## config.mk

```make
export PLATFORM = sky130hd
export DESIGN_NAME = gcsp_placer
export DESIGN_NICKNAME = d
export VERILOG_FILES = /design/src/gcsp_pkg.sv /design/src/gcsp_placer.sv
export SDC_FILE = /design/constraint.sdc
export NUM_CORES = 1
export LEC_CHECK = 0
export ABC_AREA = 1
export ABC_CLOCK_PERIOD_IN_PS = 10350
export BUFFER_PORTS_ARGS = -buffer_cell sky130_fd_sc_hd__buf_4
export CAP_MARGIN = 40
export CORE_AREA = 2 2 137 139
export CTS_CLUSTER_SIZE = 14
export DETAILED_ROUTE_END_ITERATION = 8
export DIE_AREA = 0 0 139 141
export PLACE_DENSITY = 0.59
export SLEW_MARGIN = 25
export SYNTH_ARGS = -nofsm -noshare
export SYNTH_HDL_FRONTEND = slang
export SYNTH_SLANG_ARGS = --single-unit
```

## constraint.sdc

```tcl
create_clock -name clock -period 10.35 [get_ports clock]
set_input_delay 2.07 -clock clock [delete_from_list [all_inputs] [get_ports clock]]
set_output_delay 2.07 -clock clock [all_outputs]
set_load 0.02 [all_outputs]
```

## src/gcsp_pkg.sv

```systemverilog
`default_nettype none

package gcsp_pkg;

   localparam int COORD_BITS = 13;
   localparam int CODE_BITS = 21;
   localparam int DEF_TABLE_ENTRIES = 256;
   localparam int CSR_ADDR_BITS = 2;
   localparam logic [COORD_BITS-1:0] ATLAS_RESET = COORD_BITS'(1024);

   typedef enum logic [2:0] {
      ST_HIT         = 3'd0,
      ST_PLACED      = 3'd1,
      ST_RENDER_FAIL = 3'd2,
      ST_TOO_LARGE   = 3'd3,
      ST_ATLAS_FULL  = 3'd4,
      ST_TABLE_FULL  = 3'd5
   } status_type;

   typedef enum logic [CSR_ADDR_BITS-1:0] {
      REG_ATLAS_WIDTH  = 2'd0,
      REG_ATLAS_HEIGHT = 2'd1
   } reg_index_type;

   typedef logic [COORD_BITS-1:0] coord_type;

   // packed with x in the lowest bits
   typedef struct packed {
      coord_type h;
      coord_type w;
      coord_type y;
      coord_type x;
   } rect_type;

   localparam int RECT_BITS = $bits(rect_type);
   localparam int ENTRY_BITS = RECT_BITS + CODE_BITS;

   typedef struct packed {
      coord_type glyph_width;
      coord_type glyph_height;
      logic      render_ok;
      coord_type atlas_width;
      coord_type atlas_height;
      logic      table_full;
   } place_req_type;

   typedef struct packed {
      status_type status;
      rect_type   rect;
      logic       store;
   } place_res_type;

endpackage

`default_nettype wire

```

## src/gcsp_placer.sv

```systemverilog
`default_nettype none

module gcsp_placer
   import gcsp_pkg::*;
(
   input  wire logic          clock,
   input  wire logic          reset,
   input  wire logic          apply,
   input  wire place_req_type req,
   output place_res_type      res
);

   coord_type cursor_x_ff, cursor_x_in;
   coord_type cursor_y_ff, cursor_y_in;
   coord_type row_height_ff, row_height_in;

   logic [COORD_BITS:0] sum_x;
   logic [COORD_BITS:0] sum_row;
   logic [COORD_BITS:0] sum_y;
   logic                wrap;
   logic                too_large;
   logic                full;
   coord_type           cx_w, cy_w, rh_w;
   coord_type           cx_new, rh_new;

   always_comb begin
      too_large = (req.glyph_width > req.atlas_width) || (req.glyph_height > req.atlas_height);
      sum_x = {1'b0, cursor_x_ff} + {1'b0, req.glyph_width};
      wrap = sum_x > {1'b0, req.atlas_width};
      sum_row = {1'b0, cursor_y_ff} + {1'b0, row_height_ff};
      if (wrap) begin
         cx_w = '0;
         cy_w = sum_row[COORD_BITS] ? '1 : sum_row[COORD_BITS-1:0];
         rh_w = '0;
      end else begin
         cx_w = cursor_x_ff;
         cy_w = cursor_y_ff;
         rh_w = row_height_ff;
      end
      sum_y = {1'b0, cy_w} + {1'b0, req.glyph_height};
      full = sum_y > {1'b0, req.atlas_height};
      cx_new = wrap ? req.glyph_width : sum_x[COORD_BITS-1:0];
      rh_new = (req.glyph_height > rh_w) ? req.glyph_height : rh_w;

      res.status = ST_PLACED;
      res.rect = '0;
      res.store = 1'b0;
      cursor_x_in = cursor_x_ff;
      cursor_y_in = cursor_y_ff;
      row_height_in = row_height_ff;
      if (!req.render_ok) begin
         res.status = ST_RENDER_FAIL;
      end else if (too_large) begin
         res.status = ST_TOO_LARGE;
      end else if (req.table_full) begin
         res.status = ST_TABLE_FULL;
      end else if (full) begin
         res.status = ST_ATLAS_FULL;
         cursor_x_in = cx_w;
         cursor_y_in = cy_w;
         row_height_in = rh_w;
      end else begin
         res.store = 1'b1;
         res.rect.x = cx_w;
         res.rect.y = cy_w;
         res.rect.w = req.glyph_width;
         res.rect.h = req.glyph_height;
         cursor_x_in = cx_new;
         cursor_y_in = cy_w;
         row_height_in = rh_new;
      end
   end

   always_ff @(posedge clock) begin
      if (reset) begin
         cursor_x_ff <= '0;
         cursor_y_ff <= '0;
         row_height_ff <= '0;
      end else if (apply) begin
         cursor_x_ff <= cursor_x_in;
         cursor_y_ff <= cursor_y_in;
         row_height_ff <= row_height_in;
      end
   end

endmodule

`default_nettype wire

```

Word level (Yosys, flattened, before mapping)
Index checks and enable logic that the tools add are counted.

storage, ports and cells
  register bits after elaboration = 39
  logic and storage cells = 31

cells by class
  add/subtract/negate cells = 3
  order comparisons = 5
  multiplexer cells = 16
  bitwise gates (word level) = 2
  reduce and logical (&&, ||, !) cells = 2

operators by type and width
  cell                count
  $mux W53            4
  $mux W13            8
  $add A13 B13 Y14    3
  $gt A13 B13 Y1      3
  $gt A14 B13 Y1      2
  $mux W3             4
  $reduce_and A4 Y1   1
  $not A1 Y1          2
  $logic_or A1 B1 Y1  1

Logic depth before layout (Yosys ltp)
  depth after elaboration = 9
  depth in mapped cells = 51
  gate-level depth less buffers = 49

Worst setup path after synthesis
No wires, ideal clock.

  path type = input to output
  from = input req[41] (netlist name)
  to = output res[15] (netlist name)
  arrival = 7526 ps
  data required time = 8280 ps
  setup slack = 754 ps
  cell stages on the path = 45
  path buffers = 2
  cells stage by stage = ha_1 -> fa_1 -> nand3_1 -> nand2_1 -> a21oi_1 -> nor2_1 -> nor2_1 -> xnor2_1 -> ha_1 -> nand2_1 -> inv_1 -> a21oi_1 -> nand2_1 -> nand2_1 -> nand2_1 -> nand2_1 -> nand3_4 -> buf_4 -> [9 not listed] -> a21o_1 -> nand2_1 -> a21oi_1 -> xnor2_1 -> inv_1 -> ha_1 -> nand2_1 -> inv_1 -> nand2_1 -> nand2_1 -> nand2_1 -> nand2_1 -> nand2_1 -> nand2_1 -> nor2_1 -> nand2_1 -> buf_4 -> nor2_1

RTL lines
  what                RTL line           source
  start: declaration  gcsp_placer.sv:9   input wire place_req_type req,
  end: declaration    gcsp_placer.sv:10  output place_res_type res

==> results list <==
- The tool flagged a number of max-cap violations equal to 0.
- Worst setup EP type: primary output
- Final setup TNS: 0 ps
* Kind of critical path: input port to primary output
- The analysis attributes to cell leakage a power of approximately 4 nW.
* Wire length on met2: between 9 and 10 mm
* Std-Cell Rows: 50
- The largest single stage delay on the critical path is around 400 ps.
- Post-DRT Antenna Nets: 0
- Routed met1 length: around 8.5 mm
- Routed wire length per instance: 14.8 um
* Max Clk Rate: ~100 MHz
- Worst max-slew margin expressed relative to the limit: 0.563
- Synthesis produced around 990 cells.
- Fillcell total: roughly 2k
* Overall routing resource usage: 0.197
- Top cell by count, worst path: nand2_1
* Utilization after layout: 0.417
- The finished cells cover between 7000 and 8000 sq um.
* Startpoint of the lowest-slack hold path: cursor_x_ff[12]
- Crit share post-route: 0.966
- STA classifies the critical path startpoint as an input port.
- In this run the horizontal extent of the chip is 139 um.
* Clock tree from TritonCTS: done
- Number of nets in the layout: about 1.3k
- For the worst-skew pair, the clock arrives at the later sink with an insertion delay of between 200 and 300 ps.
* Number of design-rule violations left by the first detailed-router iteration: around 310
- Final weighted congestion of routability-driven global placement: 0.871
- Share of post-route cells with drive strength above 1: 0.180
- The count of final hold-check violations came to 0.
- Power density over cell area: between 100 and 150 nW/um^2
* Power, Total: ~960 uW
- Required time at the endpoint of the critical path: between 8000 and 9000 ps
- The smallest clock period supported by the final layout is computed as 10000 ps.
* Worst slack at placement: -183 ps
* H-tree Lvls: 2
* Part of the Yosys area used for sequential elements: 0.128
- Buffers inserted to repair hold after CTS numbered 0.
* Seq cells post-synth: 39
- The run finished with clean final reports.
- Including well taps, the total number of placed cells is 1326.
- The worst hold path belongs to the class register to register.
- The worst register-to-register path begins at cursor_x_ff[6].
- Input and output buffers added on the ports amount to between 100 and 150.
- Area enclosed by the die boundary: 19600 sq um
* Most repeated cell in the gate-level netlist after synthesis: nand2_1
- For this block, the via count after detailed routing is ~6.6k.
* Library cell with the largest summed area after synthesis: ha_1
- The finished layout holds approximately 1.3k standard cells, fillers aside.
- Vias in the first global route: around 6.3k
- Clock-pin slew was measured on the worst setup and hold paths at around 60 ps.
* # setup viols final: 0
- Cell Area, Synth: roughly 6100 sq um
- Switching power share of the total: 0.488
- Highest metal layer used by the detailed router: met4
* Worst IR Drop VDD: about 96 uV
- For this configuration, the core starts out at a cell density of 0.333.
- For the worst setup path, the data arrival time is between 7000 and 8000 ps.
* Yosys warning total: 0
- Dividing the synthesized area by the synthesized cell count gives around 6 sq um.
- Number of antenna violations at the first check in global routing: 0
- Counting instances in the post-synthesis netlist gives the leading cell types as nand2_1 (209), inv_1 (173), nor2_1 (110), ha_1 (106), a21oi_1 (97).
* Routed length on met3: just over 1 mm
- Worst-case clock buffer depth: 2
* Number of remaining DRC errors: 0
- At the pin with the least slew margin, the transition time is ~650 ps.
- Dividing the detail-routed via count by the number of cells gives between 4 and 5.
* CTS sink count: 39
* Largest net degree at the start of global routing: 43
* Area Overhead vs Synth: 25.0%
- In this run the vertical extent of the chip is between 100 and 150 um.
- In this run the worst path has a maximum fanout of 11.
* Max stage delay cell, worst path: ha_1
- The HPWL after detailed placement is between 15 and 20 mm.
* Clock tree root driver cell: clkbuf_16
- Slack of the critical path: 354 ps
* Post-synthesis cell type count: 43
* Post-synth ARST share: 0
- Summed over all layers, the global routing overflow is 0.
* Number of flops mapped to enable cells by yosys: 0
- Of the total power, the clock network draws 0.166.
- The repair_antennas step left the layout with diodes totalling 0.
* Clock buffer count from CTS: 5
- Internal power component: ~490 uW
- In the post-synthesis netlist, the biggest area contributors are ha_1 (22%), nand2_1 (13%), dfxtp_1 (13%).
* Fin. max-slew vios: 0
- For this run, the leading register cell type out of synthesis is dfxtp_1.
* # IOs: 113
- First element of the critical path: req[43]
- The clock arrives with 7.00 ps of skew.
- Summing all placed instances gives a cell area of just over 7000 sq um.
- Combinational group share of total power: 0.665
* Switching power: 468 uW
- The first detailed-routing pass took 5 iterations.
- Nets in the synthesized netlist: approximately 1.2k
- Wires add up to around 20 mm.
- Share of the synthesized area in the top cell type: 0.218
- Global-route wire length before repair: 31.3 mm
* Post-Route Hold Slack: roughly 510 ps
- Of the total power, registers draw 0.169.
- The floorplan step defined a core boundary enclosing roughly 18000 sq um.
[path summary, 6_finish.rpt]
check / cells past startpoint / slack, ps / endpoint
max: 42 / 350 / res[42]
min: 2 / 510 / cursor_x_ff[12]
max reg2reg: 36 / 3870 / row_height_ff[7]
min reg2reg: 2 / 510 / cursor_x_ff[12]
[per-layer routing]
metal,up-vias,global-route usage
li1,3451,-
met1,2955,0.236
met2,194,0.361
met3,40,0.0336
met4,0,0.0548
met5,-,0
[state kept, by name, indices dropped and copies added, names as in the netlist]
signal / flops
cursor_x_ff: 13
cursor_y_ff: 13
row_height_ff: 13
[area by class of cell]
class | count | area [sq um] | area share
inverters | 178 | 671 | 0.0881
flip-flops and latches | 39 | 781 | 0.103
well taps | 234 | 293 | 0.0385
clock inverters | 1 | 5.00 | 0.000658
multi-input cells | 743 | 4600 | 0.605
repair buffers | 145 | 1120 | 0.147
clock buffers | 6 | 139 | 0.0183
[power by group through the flow]
| stage | Clock, mW | Sequential (mW) | Combinational, mW |
|---|---|---|---|
| floorplan | 0 | 0.163 | 0.415 |
| global placement | 0 | 0.165 | 0.591 |
| detailed placement | 0 | 0.165 | 0.594 |
| CTS | 0.162 | 0.162 | 0.602 |
| global route | 0.169 | 0.163 | 0.713 |
| finish | 0.160 | 0.162 | 0.637 |
[cells by family after synthesis]
logic type	Yosys count	share of synthesized area
AO/OA/AOI/OAI	178	0.158
AND/OR/NAND/NOR	422	0.298
adder cells (fa/ha/maj)	109	0.228
buffers and inverters	206	0.142
flip-flops	39	0.128
XOR/XNOR	32	0.0460
[cells in the final DEF (no fill, tap or decap), drive strengths merged, types with 3 or more instances in the layout]
master / instances
nand4: 18
a21oi: 99
o21ai: 60
nor2: 110
clkbuf: 6
nand3: 64
buf: 145
inv: 178
nand2: 212
o211ai: 3
ha: 106
nor3: 13
xnor2: 13
dfxtp: 39
xor2: 19
fa: 3
a21o: 6
[worst max-delay path, delay by kind of cell]
kind | cells | cell delay (ps)
simple gates | 25 | 2410
xor+xnor | 2 | 320
fa+ha+maj | 4 | 1360
compound gates | 3 | 600
buf+inv | 8 | 1140
[what timing repair did]
item	CTS	global route
pin swaps	2	12
setup endpoints to repair	53	55
resized for setup	3	37
setup buffers	2	9
hold endpoints to repair	0	0
cloned	0	2
No activity file was read; power rests on OpenSTA's default activity.
