===== src/gcsp_ram.sv =====
`default_nettype none

module gcsp_ram #(
   parameter int WIDTH = 8,
   parameter int DEPTH = 16
) (
   input  wire logic                     clock,
   input  wire logic                     wr_en,
   input  wire logic [$clog2(DEPTH)-1:0] wr_addr,
   input  wire logic [WIDTH-1:0]         wr_data,
   input  wire logic [$clog2(DEPTH)-1:0] rd_addr,
   output logic      [WIDTH-1:0]         rd_data
);

   logic [WIDTH-1:0] mem [DEPTH];

   always_ff @(posedge clock) begin
      if (wr_en) begin
         mem[wr_addr] <= wr_data;
      end
      rd_data <= mem[rd_addr];
   end

endmodule

`default_nettype wire


===== config.mk =====
export PLATFORM = sky130hd
export DESIGN_NAME = gcsp_ram
export DESIGN_NICKNAME = d
export VERILOG_FILES = /design/src/gcsp_ram.sv
export SDC_FILE = /design/constraint.sdc
export NUM_CORES = 1
export LEC_CHECK = 0
export BUFFER_PORTS_ARGS = -buffer_cell sky130_fd_sc_hd__buf_4
export CORE_MARGIN = 5
export CORE_UTILIZATION = 60
export CTS_CLUSTER_SIZE = 24
export DETAILED_ROUTE_END_ITERATION = 12
export GPL_TIMING_DRIVEN = 0
export PLACE_DENSITY = 0.84
export SLEW_MARGIN = 30
export SYNTH_ARGS = -nofsm -noshare
export SYNTH_HDL_FRONTEND = slang
export SYNTH_SLANG_ARGS = --single-unit

===== constraint.sdc =====
create_clock -name clock -period 2.19 [get_ports clock]
set_input_delay 0.3285 -clock clock [delete_from_list [all_inputs] [get_ports clock]]
set_output_delay 0.3285 -clock clock [all_outputs]
set_load 0.01 [all_outputs]

# [Yosys cells after proc, flatten, opt, wreduce, memory -nomap -nowiden]
# Memory sizes are Yosys's and may differ from the RTL's. A register that Yosys moved wholly into a read port is not among the register bits.
# Index checks and enable logic that the tools add are counted.
[totals] in_bits=18 reg_bits=0 ram_bits=128 memories=1
[classes] mux=2
[mem_list] name="mem" words=16 word_bits=8 read_ports=1 rd_clocked_by_memory_dff=1 write_ports=1 line="15" text="logic [WIDTH-1:0] mem [DEPTH];"
[op_table] op="$mux 1" count=2

# [Depth between registers and ports, before layout]
# Gate-level depths: netlist of run 1.
[depth] depth_word=2 mapped_depth=5 mapped_depth_nobuf=3

# [Worst setup path before layout of run 1]
# No wires, ideal clock.
[synth_path] path_type="in2reg" start="input port wr_addr[2]" end="memory mem[0][0], enable pin" stages=2 n_path_buf=0 arrival_ns=1.438 slack_ns=0.369 cell_sequence="or3b_2 -> nor3_1"
[synth_rtl] element="start, declared" line="9" text="input wire logic [$clog2(DEPTH)-1:0] wr_addr,"
[synth_rtl] element="end, declared" line="15"
# Straight into the memory's write port.

==> reports/summary.json, run 1 <==
{
  "synthesis": {
    "yosysWarningCount": 0,
    "synth_top_flop_cell": "edfxtp_1",
    "yosys.cell_types.count": 19,
    "yosys.area_share.adder_pct": 0,
    "yosysTopAreaCellShare_pct": 74.7,
    "synth.yosys.seq_area_share_pct": 77.8,
    "synth_simple_gate_area_share_pct": 3.18,
    "synth_common_cells": "edfxtp_1, mux4_2, a22oi_1",
    "dominant_combinational_cell_family_by_area_after_synthesis": "multiplexers",
    "synth.mux.area_fraction_pct": 15.0,
    "yosys_register_bits": 136,
    "synth_area_um2": 5150,
    "syn_nets": 247,
    "synthTopCellsByArea": "edfxtp_1, mux4_2, mux4_1",
    "postSynthCellCount": 229,
    "postSynth.asyncResetShare_pct": 0,
    "synth_largest_area_cell": "edfxtp_1",
    "avgSynthCellArea_um2": 22.5,
    "most_frequent_cell_after_synthesis": "edfxtp_1",
    "synth_edf_count": 128,
    "xor_xnor_share_of_the_synthesized_area_pct": 0,
    "synth_compound_gate_area_share_pct": 2.33
  },
  "sta": {
    "worst_slew_pin_slew_ps": 810,
    "unrepaired_setup_endpoints_after_global_routing": "false",
    "fmax_mhz": 658,
    "period_minus_slack_ps": 1520,
    "finalClockSkew_ps": 4.38,
    "setup-tns-final_ps": 0,
    "relSlewSlack_pct": 45.8,
    "post-route-period-util_pct": 69.4,
    "timing_max_transition_violations_final": 0,
    "timing.final.setup_violations": 0,
    "hold_viol_final": 0
  },
  "routing": {
    "viasPerCell": 6.39,
    "drtAntennaViolNets": 0,
    "drt-wirelength-per-cell_um": 26.9,
    "detail_route.wirelength_um": 10500,
    "routed-via-count": 2493,
    "first_iter_violations": 293,
    "remaining_routing_drc_violations": 0,
    "first_pass_iters": 5
  },
  "setup_path": {
    "worst-endpoint-required_ps": 2590,
    "path_class": "flip-flop to flip-flop",
    "setup_crit_end_kind": "flip-flop",
    "cp_max_fo": 1,
    "cp_data_arrival_time_ps": 1920,
    "critPathLaunchType": "flip-flop"
  },
  "finish": {
    "layout_cells_sized_above_1_pct": 31.2,
    "layout.nets": 290,
    "layout-area-overhead-vs-synth_pct": 18.6,
    "n_fill_cell": 436,
    "sequential_cell_area_um2": 4000,
    "final_core_utilization_pct": 73.6,
    "multi_input_area_um2": 1080,
    "insertedDiodeCount": 0
  },
  "min_path": {
    "hold_path.class": "input port to flip-flop"
  },
  "grt": {
    "global_route_wire_length_before_repair_um": 15700,
    "total_global_routing_track_utilization_pct": 22.1,
    "grt_pass1_vias": 2544,
    "grt_remaining_overflow": 0,
    "grt_start_max_net_pins": 17,
    "antenna_found_initial": 0
  },
  "clock_network": {
    "cts-buffers-inserted": 17,
    "hold_buffers": 0,
    "postCtsResizedCells": 0,
    "numClockSinks": 136,
    "clk_pin_slew_ps": 60,
    "ctsLongestPathBuffers": 2,
    "postCtsSetupBuffers": 0,
    "root_buffer": "clkbuf_8",
    "htree_num_levels": 4,
    "tritoncts": "done",
    "clk_latency_ps": 520
  },
  "floorplan": {
    "rows": 33,
    "design.die.area_um2": 10500,
    "boundaryPins": 26,
    "die_x_um": 103,
    "core-area_um2": 8300,
    "initial_core_utilization_pct": 62.0,
    "fp.dieH_um": 103
  },
  "flow_run": {
    "cap_violations": 0
  },
  "placed_design": {
    "placed_wire_length_estimate_after_detailed_placement_um": 6030,
    "place.gp.congestion": 0.780,
    "buffer_ports.inserted": 24
  },
  "outcome": {
    "run_status": "complete, no violations"
  },
  "power": {
    "peakVddDrop_uv": 673,
    "static-leakage-power_nw": 2.08,
    "power_per_cell_area_nw_per_um2": 1020
  }
}
-- metrics by stage --
step / hold WS (ps) / instances / total power, mW / setup slack [ps] / area (um^2)
after floorplan: 427 / 229 / 3.13 / 369 / 5150
after global placement: 626 / 358 / 3.26 / -136 / 5460
after CTS: 121 / 390 / 6.22 / 662 / 6110
final: 131 / 390 / 6.22 / 669 / 6110
after global routing: 124 / 390 / 6.37 / 606 / 6110
after detailed placement: 655 / 358 / 3.28 / 203 / 5480
-- worst max-delay path: stages (launching register included) --
cell and delay (ps):
edfxtp_1 420, mux4_1 580, a22oi_1 330, nand2_1 80
-- worst paths after layout --
check	from	slack [ps]	to	cells past startpoint
max	mem[8][4]	670	rd_data[4]	3
min	wr_data[4]	130	mem[2][4]	1
max reg2reg	mem[8][4]	670	rd_data[4]	3
min reg2reg	mem[9][1]	700	rd_data[1]	3
-- metal layers --
metal / wire length (um) / track usage [%] / share of wire, %
met3: 769 / 5.41 / 7.3
met5: 0 / 0 / 0
met4: 194 / 7.77 / 1.8
met2: 5250 / 34.9 / 50
met1: 4270 / 30.8 / 41
-- sequential cells by signal, summed over array words and instances, names as in the netlist --
register and count:
rd_data 8, mem 128
-- cell type report --
cell class                 instances  area share, %
sequential                       136           65.6
tap                              105           2.15
buffer                            10           1.41
clock buffer                      20           7.46
timing repair buffer              24           2.95
multi-input combinational         83           17.6
clock inverter                    12           2.81
-- cell usage in the layout, fill, tap and decap left out, types with 4 or more instances in the layout --
| cell type | instances |
|---|---|
| a22oi_1 | 16 |
| buf_4 | 25 |
| nand2_1 | 9 |
| clkbuf_16 | 16 |
| mux4_1 | 14 |
| dfxtp_1 | 8 |
| edfxtp_1 | 128 |
| clkbuf_8 | 4 |
| nor2_1 | 13 |
| mux4_2 | 18 |
| nor3_2 | 4 |
| clkinv_2 | 5 |
| bufinv_16 | 4 |
-- where the power goes --
part	internal, mW	switching [mW]	leakage (nW)	total (mW)
clock network	1.94	1.05	0.315	2.98
registers	2.91	0.0177	1.22	2.93
logic	0.134	0.171	0.539	0.305
-- kinds of logic (layout without fill, tap and decap cells) --
| group | count (synthesis) | count (layout) |
|---|---|---|
| AOI/OAI and AO/OA | 16 | 16 |
| buffers and inverters | 10 | 66 |
| DFF | 136 | 136 |
| muxes | 32 | 32 |
| and+or+nand+nor | 35 | 35 |
(Power assumes the default switching activity.)
==> inputs of run 2 (changes only) <==
==> constraint.sdc (replaced) <==
create_clock -name clock -period 1.6 [get_ports clock]
set_input_delay 0.24 -clock clock [delete_from_list [all_inputs] [get_ports clock]]
set_output_delay 0.24 -clock clock [all_outputs]
set_load 0.01 [all_outputs]
==> reports/summary.json, run 2 (synthesized netlist as in run 1, its figures left out) <==
{
  "setup_path": {
    "cp_data_arrival_time": {"value": 1890, "unit": "ps", "change": "-30 ps"},
    "critPathLaunchType": "flip-flop",
    "critPathSlowestCell": "mux4_1",
    "setup_crit_end_kind": "flip-flop",
    "max_stage_delay": {"value": 560, "unit": "ps", "change": "-20 ps"},
    "reg2reg_depth": {"value": 3, "change": "unchanged"},
    "reg2reg_from": "mem[4][0]",
    "critical-path-top-delay-family": "multiplexers",
    "path_class": "flip-flop to flip-flop",
    "worstPathBufferInverterCount": {"value": 0, "change": "unchanged"},
    "cell_chain_critical_path": "mux4_1, a22oi_1, nand2_1",
    "r2r_end": "rd_data[0]",
    "cp_max_fo": {"value": 1, "change": "unchanged"},
    "worst-endpoint-required": {"value": 1990, "unit": "ps", "change": "-600 ps"},
    "ff2ff_setup_slack": {"value": 110, "unit": "ps", "change": "-560 ps"}
  },
  "clock_network": {
    "ctsLongestPathBuffers": {"value": 2, "change": "unchanged"},
    "postCtsResizedCells": {"value": 0, "change": "unchanged"},
    "root_buffer": "clkbuf_8",
    "cts-buffers-inserted": {"value": 17, "change": "unchanged"},
    "htree_num_levels": {"value": 4, "change": "unchanged"},
    "tritoncts": "done",
    "clk_latency": {"value": 510, "unit": "ps", "change": "about the same"},
    "hold_buffers": {"value": 0, "change": "unchanged"},
    "postCtsSetupBuffers": {"value": 0, "change": "unchanged"},
    "clk_pin_slew": {"value": 60, "unit": "ps", "change": "about the same"},
    "numClockSinks": {"value": 136, "change": "unchanged"}
  },
  "sta": {
    "setup-tns-final": {"value": 0, "unit": "ps", "change": "unchanged"},
    "relSlewSlack": {"value": 43.4, "unit": "%", "change": "-2.4 points"},
    "setup_ws": {"value": 105, "unit": "ps", "change": "-564 ps"},
    "finalClockSkew": {"value": 6.59, "unit": "ps", "change": "+2.21 ps"},
    "fmax": {"value": 669, "unit": "MHz", "change": "+1.7%"},
    "period_minus_slack": {"value": 1490, "unit": "ps", "change": "-26.0 ps"},
    "timing_max_transition_violations_final": {"value": 0, "change": "unchanged"},
    "post-route-period-util": {"value": 93.4, "unit": "%", "change": "+24 points"},
    "hold_viol_final": {"value": 0, "change": "unchanged"},
    "timing.final.setup_violations": {"value": 0, "change": "unchanged"},
    "worst_slew_pin_slew": {"value": 846, "unit": "ps", "change": "+36.4 ps"},
    "unrepaired_setup_endpoints_after_global_routing": "false"
  },
  "routing": {
    "first_pass_iters": {"value": 5, "change": "unchanged"},
    "first_iter_violations": {"value": 214, "change": "-27%"},
    "detail_route.wirelength": {"value": 10200, "unit": "um", "change": "-2.9%"},
    "drt-wirelength-per-cell": {"value": 26.1, "unit": "um", "change": "-2.9%"},
    "drtAntennaViolNets": {"value": 0, "change": "unchanged"},
    "routed-via-count": {"value": 2449, "change": "-1.8%"},
    "viasPerCell": {"value": 6.28, "change": "-1.8%"},
    "remaining_routing_drc_violations": {"value": 0, "change": "unchanged"}
  },
  "finish": {
    "layout_cells_sized_above_1": {"value": 30.5, "unit": "%", "change": "-0.70 points"},
    "layout.nets": {"value": 290, "change": "unchanged"},
    "post-route-cell-area": {"value": 6140, "unit": "um^2", "change": "+0.51%"},
    "largest_register_ffs": {"value": 128, "change": "unchanged"},
    "layout-area-overhead-vs-synth_pct": 19.2,
    "largestRegisters": "mem x128, rd_data x8",
    "most-common-layout-cells": "edfxtp_1, buf_4, mux4_2, a22oi_1, clkbuf_16",
    "finalNonFillerCells": {"value": 390, "change": "unchanged"},
    "regMostFlops": "mem",
    "insertedDiodeCount": {"value": 0, "change": "unchanged"},
    "n_fill_cell": {"value": 416, "change": "-4.6%"},
    "most_common_cell_after_layout_fill_and_taps_aside": "edfxtp_1"
  },
  "min_path": {
    "holdPathStages": {"value": 1, "change": "unchanged"},
    "worstHoldStart": "wr_data[6]",
    "hold_path.class": "input port to flip-flop",
    "hold_path_end": "mem[10][6]"
  },
  "floorplan": {
    "rows": {"value": 33, "change": "unchanged"},
    "initial_core_utilization": {"value": 62.0, "unit": "%", "change": "unchanged"},
    "core-area": {"value": 8300, "unit": "um^2", "change": "unchanged"},
    "fp.dieH": {"value": 103, "unit": "um", "change": "unchanged"},
    "die_x": {"value": 103, "unit": "um", "change": "unchanged"},
    "design.die.area": {"value": 10500, "unit": "um^2", "change": "unchanged"},
    "boundaryPins": {"value": 26, "change": "unchanged"}
  },
  "power": {
    "power_per_cell_area": {"value": 1420, "unit": "nW/um^2", "change": "+39%"},
    "peakVddDrop": {"value": 1010, "unit": "uV", "change": "+50%"},
    "static-leakage-power": {"value": 2.08, "unit": "nW", "change": "about the same"}
  },
  "grt": {
    "global_route_wire_length_before_repair": {"value": 15600, "unit": "um", "change": "-0.48%"},
    "use_met2": {"value": 33.1, "unit": "%", "change": "-1.8 points"},
    "use_met1": {"value": 30.1, "unit": "%", "change": "-0.70 points"},
    "busiest_layer": "met2",
    "total_global_routing_track_utilization": {"value": 21.9, "unit": "%", "change": "-0.23 points"},
    "antenna_found_initial": {"value": 0, "change": "unchanged"},
    "grt_start_max_net_pins": {"value": 17, "change": "unchanged"},
    "grt_pass1_vias": {"value": 2600, "change": "+2.2%"},
    "use_met3": {"value": 7.31, "unit": "%", "change": "+1.9 points"},
    "grt_remaining_overflow": {"value": 0, "change": "unchanged"}
  },
  "placed_design": {
    "placed_wire_length_estimate_after_detailed_placement": {"value": 5980, "unit": "um", "change": "-0.87%"},
    "buffer_ports.inserted": {"value": 24, "change": "unchanged"},
    "placedCellCount": {"value": 358, "change": "unchanged"},
    "placement.cell_area": {"value": 5480, "unit": "um^2", "change": "unchanged"},
    "preCtsSetupSlack": {"value": -330, "unit": "ps", "change": "-533 ps"},
    "place.gp.congestion": {"value": 0.724, "change": "-7.2%"}
  },
  "outcome": {
    "run_status": "complete, no violations"
  },
  "flow_run": {
    "cap_violations": {"value": 0, "change": "unchanged"}
  }
}
-- run 2: changes by cell type in the layout (fill, tap and decap cells not counted) --
cell        before  now
bufinv_16        4    6
clkbuf_1         0    2
clkbuf_8         4    2
clkinv_2         5    2
clkinvlp_4       0    2
inv_6            1    0
-- run 2: final cells by class --
class | instances | area (um^2) | share of cell area, %
multi-input cells | 83 | 1080 | 17.6
plain buffers | 10 | 86.3 | 1.41
well taps | 105 | 131 | 2.14
flip-flops and latches | 136 | 4000 | 65.2
repair buffers | 24 | 180 | 2.94
clock inverters | 12 | 223 | 3.63
clock buffers | 20 | 435 | 7.09
-- run 2: worst max-delay path by stage --
stage | startpoint | endpoint | slack (ps) | cells after the start
3_5_place_dp | wr_addr[2] | mem[1][4] | -330 | 3
4_1_cts | mem[4][0] | rd_data[0] | 80 | 3
5_1_grt | mem[4][0] | rd_data[0] | 50 | 3
3_3_place_gp | wr_addr[2] | mem[8][2] | -380 | 3
6_report | mem[4][0] | rd_data[0] | 110 | 3
2_1_floorplan | wr_addr[2] | mem[3][0] | 90 | 2
-- run 2: power breakdown --
group,switching (mW),total (mW),internal (mW)
registers,0.0235,4.01,3.98
logic,0.228,0.411,0.183
clock network,1.41,4.29,2.89
total,1.66,8.71,7.05
-- run 2: stage by stage --
| step | power (mW) | hold slack (ps) | util, % |
|---|---|---|---|
| 2_1_floorplan | 4.29 | 339 | - |
| 3_3_place_gp | 4.46 | 544 | 65.8 |
| 3_5_place_dp | 4.48 | 557 | 66.0 |
| 4_1_cts | 8.76 | 19.2 | 73.9 |
| 5_1_grt | 8.98 | 29.0 | 73.9 |
| 6_report | 8.71 | 39.0 | 73.9 |
-- run 2: layer usage --
metal | routed length, um | vias up
li1 | - | 1056
met1 | 3920 | 1237
met2 | 5150 | 143
met3 | 916 | 13
met4 | 199 | 0
met5 | 0 | -
